<file path="src/nctd_pkg.sv">
// nctd_pkg: shared constants, types and helpers for the nmea coordinate converter
// used by nctd_front, nctd_queue, nctd_back and nmea_coordinate_to_degrees
// no dependencies
package nctd_pkg;

  localparam int MAX_INT_DIGITS  = 5;
  localparam int MAX_FRAC_DIGITS = 7;
  localparam int FRAC_BITS       = 24;
  localparam int MIN_INT_DIGITS  = 2;

  localparam int OUT_W   = 35;
  localparam int CHAR_W  = 8;
  localparam int DIGIT_W = 4;
  localparam int MIN_W   = 7;

  localparam logic [CHAR_W-1:0] CHAR_POINT = 8'h2E;
  localparam logic [CHAR_W-1:0] CHAR_ZERO  = 8'h30;
  localparam logic [CHAR_W-1:0] CHAR_NINE  = 8'h39;
  localparam logic [CHAR_W-1:0] CHAR_SOUTH = 8'h53;
  localparam logic [CHAR_W-1:0] CHAR_WEST  = 8'h57;

  localparam longint unsigned MINS_PER_DEG = 64'd60;
  localparam longint unsigned POS_LIMIT    = (64'd1 << (OUT_W - 1)) - 64'd1;
  localparam longint unsigned NEG_LIMIT    = 64'd1 << (OUT_W - 1);

  // elaboration-time power of ten, also folded when called with a constant
  function automatic longint unsigned pow10(input int n);
    longint unsigned p;
    p = 64'd1;
    for (int i = 0; i < n; i++) begin
      p = p * 64'd10;
    end
    return p;
  endfunction

  localparam int DEG_W      = $clog2(pow10(MAX_INT_DIGITS - MIN_INT_DIGITS));
  localparam int FRAC_ACC_W = $clog2(pow10(MAX_FRAC_DIGITS));
  localparam int ICNT_W     = $clog2(MAX_INT_DIGITS + 1);
  localparam int FCNT_W     = $clog2(MAX_FRAC_DIGITS + 1);
  localparam int NUM_W      = $clog2(64'd100 * pow10(MAX_FRAC_DIGITS));
  localparam int DEN_W      = $clog2(MINS_PER_DEG * pow10(MAX_FRAC_DIGITS) + 64'd1);
  localparam int ITER_W     = $clog2(FRAC_BITS);
  localparam int MAG_W      = DEG_W + 2 + FRAC_BITS;

  localparam int QUEUE_DEPTH = 2;
  localparam int QPTR_W      = $clog2(QUEUE_DEPTH);
  localparam int QCNT_W      = $clog2(QUEUE_DEPTH + 1);

  typedef enum logic [1:0] {
    ST_OK        = 2'd0,
    ST_NO_POINT  = 2'd1,
    ST_FEW_DIGITS = 2'd2,
    ST_MALFORMED = 2'd3
  } nctd_status_e;

  typedef enum logic [2:0] {
    BK_IDLE,
    BK_LOAD,
    BK_SETUP,
    BK_DIVIDE,
    BK_ROUND,
    BK_FINISH
  } nctd_bk_state_e;

  // one finished coordinate text, classified
  typedef struct packed {
    nctd_status_e            status;
    logic                    neg;
    logic [DEG_W-1:0]        deg;
    logic [MIN_W-1:0]        mins;
    logic [FRAC_ACC_W-1:0]   frac;
    logic [FCNT_W-1:0]       fcnt;
  } nctd_job_t;

  typedef struct packed {
    logic busy;
    logic finish;
  } nctd_back_stat_t;

endpackage

</file>
<file path="src/nctd_front.sv">
// nctd_front: character parser, accumulates degrees, minutes and fraction digits
// and emits one classified job per coordinate text
// depends on nctd_pkg
module nctd_front (
  input  logic                              clk_i,
  input  logic                              rst_ni,
  input  logic [nctd_pkg::CHAR_W-1:0]       char_code_i,
  input  logic                              is_last_i,
  input  logic                              in_valid_i,
  output logic                              in_ready_o,
  output logic                              job_valid_o,
  output nctd_pkg::nctd_job_t               job_o,
  input  logic                              job_ready_i
);

  logic                                 point_q, point_d;
  logic                                 frac_end_q, frac_end_d;
  logic                                 malf_q, malf_d;
  logic [nctd_pkg::ICNT_W-1:0]          icnt_q, icnt_d;
  logic [nctd_pkg::FCNT_W-1:0]          fcnt_q, fcnt_d;
  logic [nctd_pkg::DEG_W-1:0]           deg_q, deg_d;
  logic [nctd_pkg::DIGIT_W-1:0]         hi_q, hi_d;
  logic [nctd_pkg::DIGIT_W-1:0]         lo_q, lo_d;
  logic [nctd_pkg::FRAC_ACC_W-1:0]      frac_q, frac_d;
  logic                                 is_digit;
  logic [nctd_pkg::DIGIT_W-1:0]         digit;
  logic                                 accept;

  assign in_ready_o = job_ready_i;
  assign accept     = in_valid_i && job_ready_i;

  always_comb begin
    point_d    = point_q;
    frac_end_d = frac_end_q;
    malf_d     = malf_q;
    icnt_d     = icnt_q;
    fcnt_d     = fcnt_q;
    deg_d      = deg_q;
    hi_d       = hi_q;
    lo_d       = lo_q;
    frac_d     = frac_q;
    is_digit   = (char_code_i >= nctd_pkg::CHAR_ZERO) && (char_code_i <= nctd_pkg::CHAR_NINE);
    digit      = char_code_i[nctd_pkg::DIGIT_W-1:0];

    if (!point_q) begin
      priority if (char_code_i == nctd_pkg::CHAR_POINT) begin
        point_d = 1'b1;
      end else if (!is_digit || malf_q
                   || (icnt_q >= nctd_pkg::ICNT_W'(nctd_pkg::MAX_INT_DIGITS))) begin
        // a stray character or a digit too many spoils the integer part for good
        malf_d = 1'b1;
      end else begin
        // the two newest digits stay as minutes, older ones shift into degrees
        deg_d  = nctd_pkg::DEG_W'({deg_q, 3'b000} + {deg_q, 1'b0}
                                  + (nctd_pkg::DEG_W + 3)'(hi_q));
        hi_d   = lo_q;
        lo_d   = digit;
        icnt_d = icnt_q + nctd_pkg::ICNT_W'(1);
      end
    end else if (!frac_end_q) begin
      if (!is_digit) begin
        frac_end_d = 1'b1;
      end else if (fcnt_q < nctd_pkg::FCNT_W'(nctd_pkg::MAX_FRAC_DIGITS)) begin
        frac_d = nctd_pkg::FRAC_ACC_W'({frac_q, 3'b000} + {frac_q, 1'b0}
                                       + (nctd_pkg::FRAC_ACC_W + 3)'(digit));
        fcnt_d = fcnt_q + nctd_pkg::FCNT_W'(1);
      end
    end

    job_valid_o = in_valid_i && is_last_i;
    job_o.neg   = (char_code_i == nctd_pkg::CHAR_SOUTH) || (char_code_i == nctd_pkg::CHAR_WEST);
    job_o.deg   = deg_d;
    job_o.mins  = nctd_pkg::MIN_W'({hi_d, 3'b000}) + nctd_pkg::MIN_W'({hi_d, 1'b0})
                  + nctd_pkg::MIN_W'(lo_d);
    job_o.frac  = frac_d;
    job_o.fcnt  = fcnt_d;
    priority if (!point_d) begin
      job_o.status = nctd_pkg::ST_NO_POINT;
    end else if (malf_d) begin
      job_o.status = nctd_pkg::ST_MALFORMED;
    end else if (icnt_d < nctd_pkg::ICNT_W'(nctd_pkg::MIN_INT_DIGITS)) begin
      job_o.status = nctd_pkg::ST_FEW_DIGITS;
    end else begin
      job_o.status = nctd_pkg::ST_OK;
    end
  end

  always_ff @(posedge clk_i or negedge rst_ni) begin
    if (!rst_ni) begin
      point_q    <= 1'b0;
      frac_end_q <= 1'b0;
      malf_q     <= 1'b0;
      icnt_q     <= '0;
      fcnt_q     <= '0;
      deg_q      <= '0;
      hi_q       <= '0;
      lo_q       <= '0;
      frac_q     <= '0;
    end else if (accept) begin
      if (is_last_i) begin
        // text complete, start afresh
        point_q    <= 1'b0;
        frac_end_q <= 1'b0;
        malf_q     <= 1'b0;
        icnt_q     <= '0;
        fcnt_q     <= '0;
        deg_q      <= '0;
        hi_q       <= '0;
        lo_q       <= '0;
        frac_q     <= '0;
      end else begin
        point_q    <= point_d;
        frac_end_q <= frac_end_d;
        malf_q     <= malf_d;
        icnt_q     <= icnt_d;
        fcnt_q     <= fcnt_d;
        deg_q      <= deg_d;
        hi_q       <= hi_d;
        lo_q       <= lo_d;
        frac_q     <= frac_d;
      end
    end
  end

endmodule

</file>
<file path="src/nctd_queue.sv">
// nctd_queue: short job queue between the parser and the converter
// depends on nctd_pkg
module nctd_queue (
  input  logic                 clk_i,
  input  logic                 rst_ni,
  input  logic                 push_valid_i,
  output logic                 push_ready_o,
  input  nctd_pkg::nctd_job_t  push_job_i,
  output logic                 pop_valid_o,
  input  logic                 pop_ready_i,
  output nctd_pkg::nctd_job_t  pop_job_o
);

  nctd_pkg::nctd_job_t             mem_q [nctd_pkg::QUEUE_DEPTH];
  logic [nctd_pkg::QPTR_W-1:0]     wr_ptr_q, rd_ptr_q;
  logic [nctd_pkg::QCNT_W-1:0]     count_q;
  logic                            push, pop;

  assign push_ready_o = count_q != nctd_pkg::QCNT_W'(nctd_pkg::QUEUE_DEPTH);
  assign pop_valid_o  = count_q != '0;
  assign push         = push_valid_i && push_ready_o;
  assign pop          = pop_valid_o && pop_ready_i;
  assign pop_job_o    = mem_q[rd_ptr_q];

  function automatic logic [nctd_pkg::QPTR_W-1:0] ptr_next(
    input logic [nctd_pkg::QPTR_W-1:0] p
  );
    if (p == nctd_pkg::QPTR_W'(nctd_pkg::QUEUE_DEPTH - 1)) begin
      return '0;
    end
    return p + nctd_pkg::QPTR_W'(1);
  endfunction

  always_ff @(posedge clk_i) begin
    if (push) begin
      mem_q[wr_ptr_q] <= push_job_i;
    end
  end

  always_ff @(posedge clk_i or negedge rst_ni) begin
    if (!rst_ni) begin
      wr_ptr_q <= '0;
      rd_ptr_q <= '0;
      count_q  <= '0;
    end else begin
      if (push) begin
        wr_ptr_q <= ptr_next(wr_ptr_q);
      end
      if (pop) begin
        rd_ptr_q <= ptr_next(rd_ptr_q);
      end
      if (push && !pop) begin
        count_q <= count_q + nctd_pkg::QCNT_W'(1);
      end else if (pop && !push) begin
        count_q <= count_q - nctd_pkg::QCNT_W'(1);
      end
    end
  end

endmodule

</file>
<file path="src/nctd_back.sv">
// nctd_back: minutes-to-degrees converter, bit-serial divide by 60 * 10^k,
// rounding, sign and saturation, with the result register
// depends on nctd_pkg
module nctd_back (
  input  logic                              clk_i,
  input  logic                              rst_ni,
  input  logic                              job_valid_i,
  output logic                              job_ready_o,
  input  nctd_pkg::nctd_job_t               job_i,
  output logic                              out_valid_o,
  input  logic                              out_ready_i,
  output logic signed [nctd_pkg::OUT_W-1:0] degrees_fixed_o,
  output logic [1:0]                        status_o,
  output nctd_pkg::nctd_back_stat_t         stat_o
);

  nctd_pkg::nctd_bk_state_e            state_q, state_d;
  nctd_pkg::nctd_job_t                 job_q;
  logic [nctd_pkg::NUM_W-1:0]          num_q;
  logic [nctd_pkg::DEN_W-1:0]          den_q;
  logic                                whole_q;
  logic [nctd_pkg::DEN_W-1:0]          rem_q;
  logic [nctd_pkg::FRAC_BITS-1:0]      bits_q;
  logic [nctd_pkg::ITER_W-1:0]         iter_q;
  logic [nctd_pkg::MAG_W-1:0]          mag_q, mag_d;
  logic                                out_valid_q;
  logic [nctd_pkg::OUT_W-1:0]          out_deg_q;
  nctd_pkg::nctd_status_e              out_status_q;

  logic                                out_free;
  logic                                out_wr_err, out_wr_ok;
  logic [nctd_pkg::NUM_W-1:0]          scale;
  logic [nctd_pkg::DEN_W-1:0]          den_lk;
  logic                                setup_whole;
  logic [nctd_pkg::DEN_W:0]            rem_x2;
  logic                                step_bit;
  logic [nctd_pkg::DEN_W-1:0]          step_rem;
  logic                                rnd;
  logic [nctd_pkg::DEG_W+1:0]          int_part;
  longint unsigned                     mag64;
  logic [nctd_pkg::OUT_W-1:0]          sat;
  logic [nctd_pkg::OUT_W-1:0]          final_val;

  assign out_free = !out_valid_q || out_ready_i;

  // control
  always_comb begin
    state_d     = state_q;
    job_ready_o = 1'b0;
    out_wr_err  = 1'b0;
    out_wr_ok   = 1'b0;
    unique case (state_q)
      nctd_pkg::BK_IDLE: begin
        if (job_valid_i) begin
          if (job_i.status != nctd_pkg::ST_OK) begin
            // error results skip the divider
            job_ready_o = out_free;
            out_wr_err  = out_free;
          end else begin
            job_ready_o = 1'b1;
            state_d     = nctd_pkg::BK_LOAD;
          end
        end
      end
      nctd_pkg::BK_LOAD:   state_d = nctd_pkg::BK_SETUP;
      nctd_pkg::BK_SETUP:  state_d = nctd_pkg::BK_DIVIDE;
      nctd_pkg::BK_DIVIDE: begin
        if (iter_q == nctd_pkg::ITER_W'(nctd_pkg::FRAC_BITS - 1)) begin
          state_d = nctd_pkg::BK_ROUND;
        end
      end
      nctd_pkg::BK_ROUND:  state_d = nctd_pkg::BK_FINISH;
      nctd_pkg::BK_FINISH: begin
        if (out_free) begin
          out_wr_ok = 1'b1;
          state_d   = nctd_pkg::BK_IDLE;
        end
      end
      default: state_d = nctd_pkg::BK_IDLE;
    endcase
  end

  always_ff @(posedge clk_i or negedge rst_ni) begin
    if (!rst_ni) begin
      state_q     <= nctd_pkg::BK_IDLE;
      out_valid_q <= 1'b0;
    end else begin
      state_q <= state_d;
      if (out_wr_err || out_wr_ok) begin
        out_valid_q <= 1'b1;
      end else if (out_ready_i) begin
        out_valid_q <= 1'b0;
      end
    end
  end

  // datapath
  always_comb begin
    scale  = '0;
    den_lk = '0;
    for (int k = 0; k <= nctd_pkg::MAX_FRAC_DIGITS; k++) begin
      if (nctd_pkg::FCNT_W'(k) == job_q.fcnt) begin
        scale  = nctd_pkg::NUM_W'(nctd_pkg::pow10(k));
        den_lk = nctd_pkg::DEN_W'(nctd_pkg::MINS_PER_DEG * nctd_pkg::pow10(k));
      end
    end

    setup_whole = num_q >= nctd_pkg::NUM_W'(den_q);

    rem_x2   = {rem_q, 1'b0};
    step_bit = rem_x2 >= {1'b0, den_q};
    step_rem = step_bit ? nctd_pkg::DEN_W'(rem_x2 - {1'b0, den_q})
                        : nctd_pkg::DEN_W'(rem_x2);

    // round half up on the remainder left after the last quotient bit
    rnd      = rem_x2 >= {1'b0, den_q};
    int_part = (nctd_pkg::DEG_W + 2)'(job_q.deg) + (nctd_pkg::DEG_W + 2)'(whole_q);
    mag_d    = {int_part, bits_q} + nctd_pkg::MAG_W'(rnd);

    mag64 = 64'(mag_q);
    if (job_q.neg) begin
      sat       = (mag64 > nctd_pkg::NEG_LIMIT) ? nctd_pkg::OUT_W'(nctd_pkg::NEG_LIMIT)
                                                : nctd_pkg::OUT_W'(mag64);
      final_val = ~sat + nctd_pkg::OUT_W'(1);
    end else begin
      sat       = (mag64 > nctd_pkg::POS_LIMIT) ? nctd_pkg::OUT_W'(nctd_pkg::POS_LIMIT)
                                                : nctd_pkg::OUT_W'(mag64);
      final_val = sat;
    end
  end

  always_ff @(posedge clk_i) begin
    if (job_valid_i && job_ready_o) begin
      job_q <= job_i;
    end
    unique case (state_q)
      nctd_pkg::BK_LOAD: begin
        num_q <= nctd_pkg::NUM_W'(nctd_pkg::NUM_W'(job_q.mins) * scale)
                 + nctd_pkg::NUM_W'(job_q.frac);
        den_q <= den_lk;
      end
      nctd_pkg::BK_SETUP: begin
        whole_q <= setup_whole;
        rem_q   <= setup_whole ? nctd_pkg::DEN_W'(num_q - nctd_pkg::NUM_W'(den_q))
                               : nctd_pkg::DEN_W'(num_q);
        bits_q  <= '0;
        iter_q  <= '0;
      end
      nctd_pkg::BK_DIVIDE: begin
        rem_q  <= step_rem;
        bits_q <= {bits_q[nctd_pkg::FRAC_BITS-2:0], step_bit};
        iter_q <= iter_q + nctd_pkg::ITER_W'(1);
      end
      nctd_pkg::BK_ROUND: begin
        mag_q <= mag_d;
      end
      default: begin
      end
    endcase
    if (out_wr_err) begin
      out_deg_q    <= '0;
      out_status_q <= job_i.status;
    end else if (out_wr_ok) begin
      out_deg_q    <= final_val;
      out_status_q <= nctd_pkg::ST_OK;
    end
  end

  assign out_valid_o     = out_valid_q;
  assign degrees_fixed_o = out_deg_q;
  assign status_o        = out_status_q;
  assign stat_o.busy     = state_q != nctd_pkg::BK_IDLE;
  assign stat_o.finish   = out_wr_ok;

endmodule

</file>
<file path="src/nmea_coordinate_to_degrees.sv">
// channel  | handshake                 | payload
// input    | in_valid_i / in_ready_o   | char_code_i, is_last_i
// result   | out_valid_o / out_ready_i | degrees_fixed_o, status_o
//
// one character accepted per cycle; the parser keeps taking characters while
// the converter works, as long as the two-entry job queue has room
// a well-formed coordinate goes through the converter steps in order (take from queue,
// load, setup, 24 quotient bits of the shift-subtract divider, round, finish), and the
// converter takes no new job until its result is written; error results skip the divider
// reset clears parser state, queue pointers and converter control at once
// a stalled result holds the converter in its finish step
//
// top level: nctd_front -> nctd_queue -> nctd_back, depends on nctd_pkg
module nmea_coordinate_to_degrees (
  input  logic                              clk_i,
  input  logic                              rst_ni,
  input  logic                              in_valid_i,
  output logic                              in_ready_o,
  input  logic [7:0]                        char_code_i,
  input  logic                              is_last_i,
  output logic                              out_valid_o,
  input  logic                              out_ready_i,
  output logic signed [34:0]                degrees_fixed_o,
  output logic [1:0]                        status_o
);

  logic                        q_push_valid, q_push_ready;
  nctd_pkg::nctd_job_t         q_push_job;
  logic                        q_pop_valid, q_pop_ready;
  nctd_pkg::nctd_job_t         q_pop_job;
  nctd_pkg::nctd_back_stat_t   back_stat;

  nctd_front u_front (
    .clk_i       (clk_i),
    .rst_ni      (rst_ni),
    .char_code_i (char_code_i),
    .is_last_i   (is_last_i),
    .in_valid_i  (in_valid_i),
    .in_ready_o  (in_ready_o),
    .job_valid_o (q_push_valid),
    .job_o       (q_push_job),
    .job_ready_i (q_push_ready)
  );

  nctd_queue u_queue (
    .clk_i        (clk_i),
    .rst_ni       (rst_ni),
    .push_valid_i (q_push_valid),
    .push_ready_o (q_push_ready),
    .push_job_i   (q_push_job),
    .pop_valid_o  (q_pop_valid),
    .pop_ready_i  (q_pop_ready),
    .pop_job_o    (q_pop_job)
  );

  nctd_back u_back (
    .clk_i           (clk_i),
    .rst_ni          (rst_ni),
    .job_valid_i     (q_pop_valid),
    .job_ready_o     (q_pop_ready),
    .job_i           (q_pop_job),
    .out_valid_o     (out_valid_o),
    .out_ready_i     (out_ready_i),
    .degrees_fixed_o (degrees_fixed_o),
    .status_o        (status_o),
    .stat_o          (back_stat)
  );

  // error results always carry a zero value
  assert property (@(posedge clk_i) disable iff (!rst_ni)
    out_valid_o && (status_o != nctd_pkg::ST_OK) |-> degrees_fixed_o == '0)
    else $error("error result with non-zero degrees");

  // the converter takes no new job while a conversion is in flight
  assert property (@(posedge clk_i) disable iff (!rst_ni)
    back_stat.busy |-> !q_pop_ready)
    else $error("job taken while converter busy");

  // a fresh result comes only from an error job or a finished conversion
  assert property (@(posedge clk_i) disable iff (!rst_ni)
    $rose(out_valid_o) |->
      $past(q_pop_valid && q_pop_ready && (q_pop_job.status != nctd_pkg::ST_OK))
      || $past(back_stat.finish))
    else $error("result appeared without a source");

endmodule

</file>
<file path="config.mk">
export PLATFORM = sky130hd
export DESIGN_NAME = nmea_coordinate_to_degrees
export DESIGN_NICKNAME = d
export VERILOG_FILES = /design/src/nctd_pkg.sv /design/src/nctd_front.sv /design/src/nctd_queue.sv /design/src/nctd_back.sv /design/src/nmea_coordinate_to_degrees.sv
export SDC_FILE = /design/constraint.sdc
export NUM_CORES = 1
export LEC_CHECK = 0
export ABC_AREA = 0
export BUFFER_PORTS_ARGS = -buffer_cell sky130_fd_sc_hd__buf_2
export CORE_MARGIN = 3
export CORE_UTILIZATION = 55
export CTS_BUF_LIST = sky130_fd_sc_hd__clkbuf_4 sky130_fd_sc_hd__clkbuf_8
export CTS_CLUSTER_SIZE = 8
export DETAILED_ROUTE_END_ITERATION = 7
export GPL_TIMING_DRIVEN = 0
export HOLD_SLACK_MARGIN = 0.15
export PLACE_DENSITY = 0.82
export SKIP_LAST_GASP = 1
export SLEW_MARGIN = 20
export SYNTH_ARGS = -nofsm -noshare
export SYNTH_HDL_FRONTEND = slang
export SYNTH_HIERARCHICAL = 1
export SYNTH_SLANG_ARGS = --single-unit
export TNS_END_PERCENT = 100
</file>
<file path="constraint.sdc">
create_clock -name clk_i -period 7.5 [get_ports clk_i]
set_input_delay 0.75 -clock clk_i [delete_from_list [all_inputs] [get_ports clk_i]]
set_output_delay 0.75 -clock clk_i [all_outputs]
set_load 0.02 [all_outputs]
</file>
==> results.txt <==
status -> complete, no violations
r2r worst-path depth -> 21
drt drc -> 0
clock transition at the registers of the reported paths -> 60 ps
IO Port Bufs -> 50
worst-path cell chain -> and2_1 > or2_2 > clkbuf_1 > inv_1 > nor2_1 > nand2_1 > fa_1 > inv_1 > fa_1 > fa_1 > fa_1 > ha_1 > a21o_1 > a221oi_2 > a21boi_0 > o21ai_0 > a2111oi_2 > nor3_1 > a211o_1 > a21oi_1 > xor2_1
max-slew violation count -> 0
CP Class -> reg2reg
Finished Core Util -> 61.2%
flop2flop setup slack -> 440 ps
Switch Pwr -> 0.00270 W
clk buf depth -> 3
total routed wirelength -> 67,200 um
H-tree depth -> 3
setup TNS -> 0 ps
Placed Cells -> 3,294
Setup Buffers After CTS -> 0
CTS sink cnt -> 381
CP max-delay cell -> edfxtp_1
min Tclk post-route -> 7060 ps
Lkg Pwr -> 12.8 nW
CP arrival -> 7500 ps
global-route met3 utilization -> 4.85%
Core ar. -> 48,000 um2
Crit path largest cell delay -> 630 ps
CTS Buf Count -> 66
GPL Wtd Cong -> 0.976
most used cell along the critical path -> fa_1
layout cell share with drive strength beyond 1 -> 11.3%
Post-DP HPWL -> 51,200 um
DR iter-0 viols -> 2,072
first-pass GRT wire length -> 108,000 um
number of I/O pins -> 52
GR Util met1 -> 36.7%
reg-to-reg startpoint -> u_back/job_q[1]
CTS Root Cell -> clkbuf_8
Die Width -> 227 um
RSZ-0062 raised after global routing -> false
CP max FO -> 10
gr ovfl total -> 0
Setup WS pre-CTS -> 557 ps
Net Sw Frac -> 35.2%
HP Class -> in2async
fmax -> 0.142 GHz
internal power -> 0.00499 W
Area Overhead vs Synth -> 9.37%
clock network power share -> 24.4%
row cnt -> 80
die area -> 51,600 um2
Critical path buffers and inverters -> 3
Overall Global Routing Usage -> 26.3%
Routed Antenna Nets -> 0
Power Dens Cells -> 261 nW/um2
Sequential Power Share -> 39.9%
CTS tree -> built
count of final hold-check violations -> 0
WL/cell -> 19.7 um
most common cell after layout, fill and taps aside -> edfxtp_1
Die Ht -> 227 um
setup violators final -> 0
Vias -> 20.7k
Pre-antenna DRT Iters -> 6
Final #Nets -> 3,059
mapped cell area -> 26,900 um2
syn nets -> 2,932
Top Usage Layer GRT -> met2
Top delay family on crit path -> adder cells
largest net degree at the start of global routing -> 64
Hold Buf Count CTS -> 0
fin cells -> 3,411
post-route cell area -> 29,400 um2
worst-margin pin slew -> 881 ps
maxcap violations -> 0
clk_lat worst skew -> 640 ps
placed cell areas -> 28,100 um2
fillers -> 3,826
number of global-route vias before repair -> 20.3k
Syn Area/Cell -> 10.3 um2
Synth Warn # -> 6
grt met2 use -> 41.9%
capturing point of the worst reg2reg path -> u_back/num_q[29]
endpoint class of the critical path -> register
Startpoint Class -> register
DR vias/cell -> 6.08
Peak supply drop -> 160 uV
period utilization -> 94.2%
initial antenna violation count -> 1
power share of the combinational group -> 35.7%
CP Data Required Time -> 7940 ps
most frequent cells in the layout -> edfxtp_1 (287), nand2_1 (267), inv_1 (232)
Final Skew -> 47.0 ps
Slew headroom -> 40.6%
setup ws final -> 439 ps
Initial Util -> 56.0%
cell count after synthesis -> 2,620
CTS-repair resized insts -> 0
[routing by layer]
metal,wire [um],part of all wire (%)
met5,0,0
met4,2170,3.2
met3,4910,7.3
met2,30800,46
met1,29300,44
[metrics by stage]
stage          total power [W]  hold WS, ps
4_1_cts                0.00770          174
5_1_grt                0.00814          212
3_5_place_dp           0.00580          433
6_report               0.00769          172
3_3_place_gp           0.00566          424
2_1_floorplan          0.00506          454
[flip-flops by register name, summed over array words and instances, names as in the netlist, 2 cells and up]
signal / cells
u_back/num_q: 30
u_back/status_o: 2
u_front/fcnt_q: 3
u_back/bits_q: 24
u_queue/count_q: 2
u_front/icnt_q: 3
u_front/lo_q: 4
u_front/deg_q: 10
u_queue/mem_q: 94
u_back/job_q: 45
u_back/den_q: 20
u_front/hi_q: 4
u_back/degrees_fixed_o: 35
u_back/mag_q: 36
u_back/state_q: 3
u_front/frac_q: 24
u_back/iter_q: 5
u_back/rem_q: 30
[layout make-up]
cell class                 count  area [um2]  share of cell area, %
tap                          615         769                   2.62
buffer                        96         442                   1.50
antenna                        1        2.50                0.00851
inverter                     234         881                   2.99
clock inverter                15        92.6                  0.315
sequential                   381       10800                   36.7
clock buffer                 101        1210                   4.13
timing repair buffer          59         402                   1.37
multi-input combinational   1909       14800                   50.4
[power by group through the flow]
stage | logic [W] | registers (W) | clock network, W
finish | 0.00275 | 0.00307 | 0.00188
global route | 0.00301 | 0.00310 | 0.00202
CTS | 0.00272 | 0.00306 | 0.00192
detailed placement | 0.00270 | 0.00310 | 0
global placement | 0.00257 | 0.00309 | 0
floorplan | 0.00193 | 0.00313 | 0
[worst max path at each step]
stage | cells past startpoint | to | start
after floorplan | 21 | u_back/num_q[29] | u_back/job_q[1]
after global placement | 20 | u_back/num_q[29] | u_back/job_q[1]
final | 21 | u_back/num_q[29] | u_back/job_q[1]
after detailed placement | 20 | u_back/num_q[29] | u_back/job_q[1]
after global routing | 21 | u_back/num_q[29] | u_back/job_q[1]
after CTS | 21 | u_back/num_q[29] | u_back/job_q[1]
(Power assumes the default switching activity.)
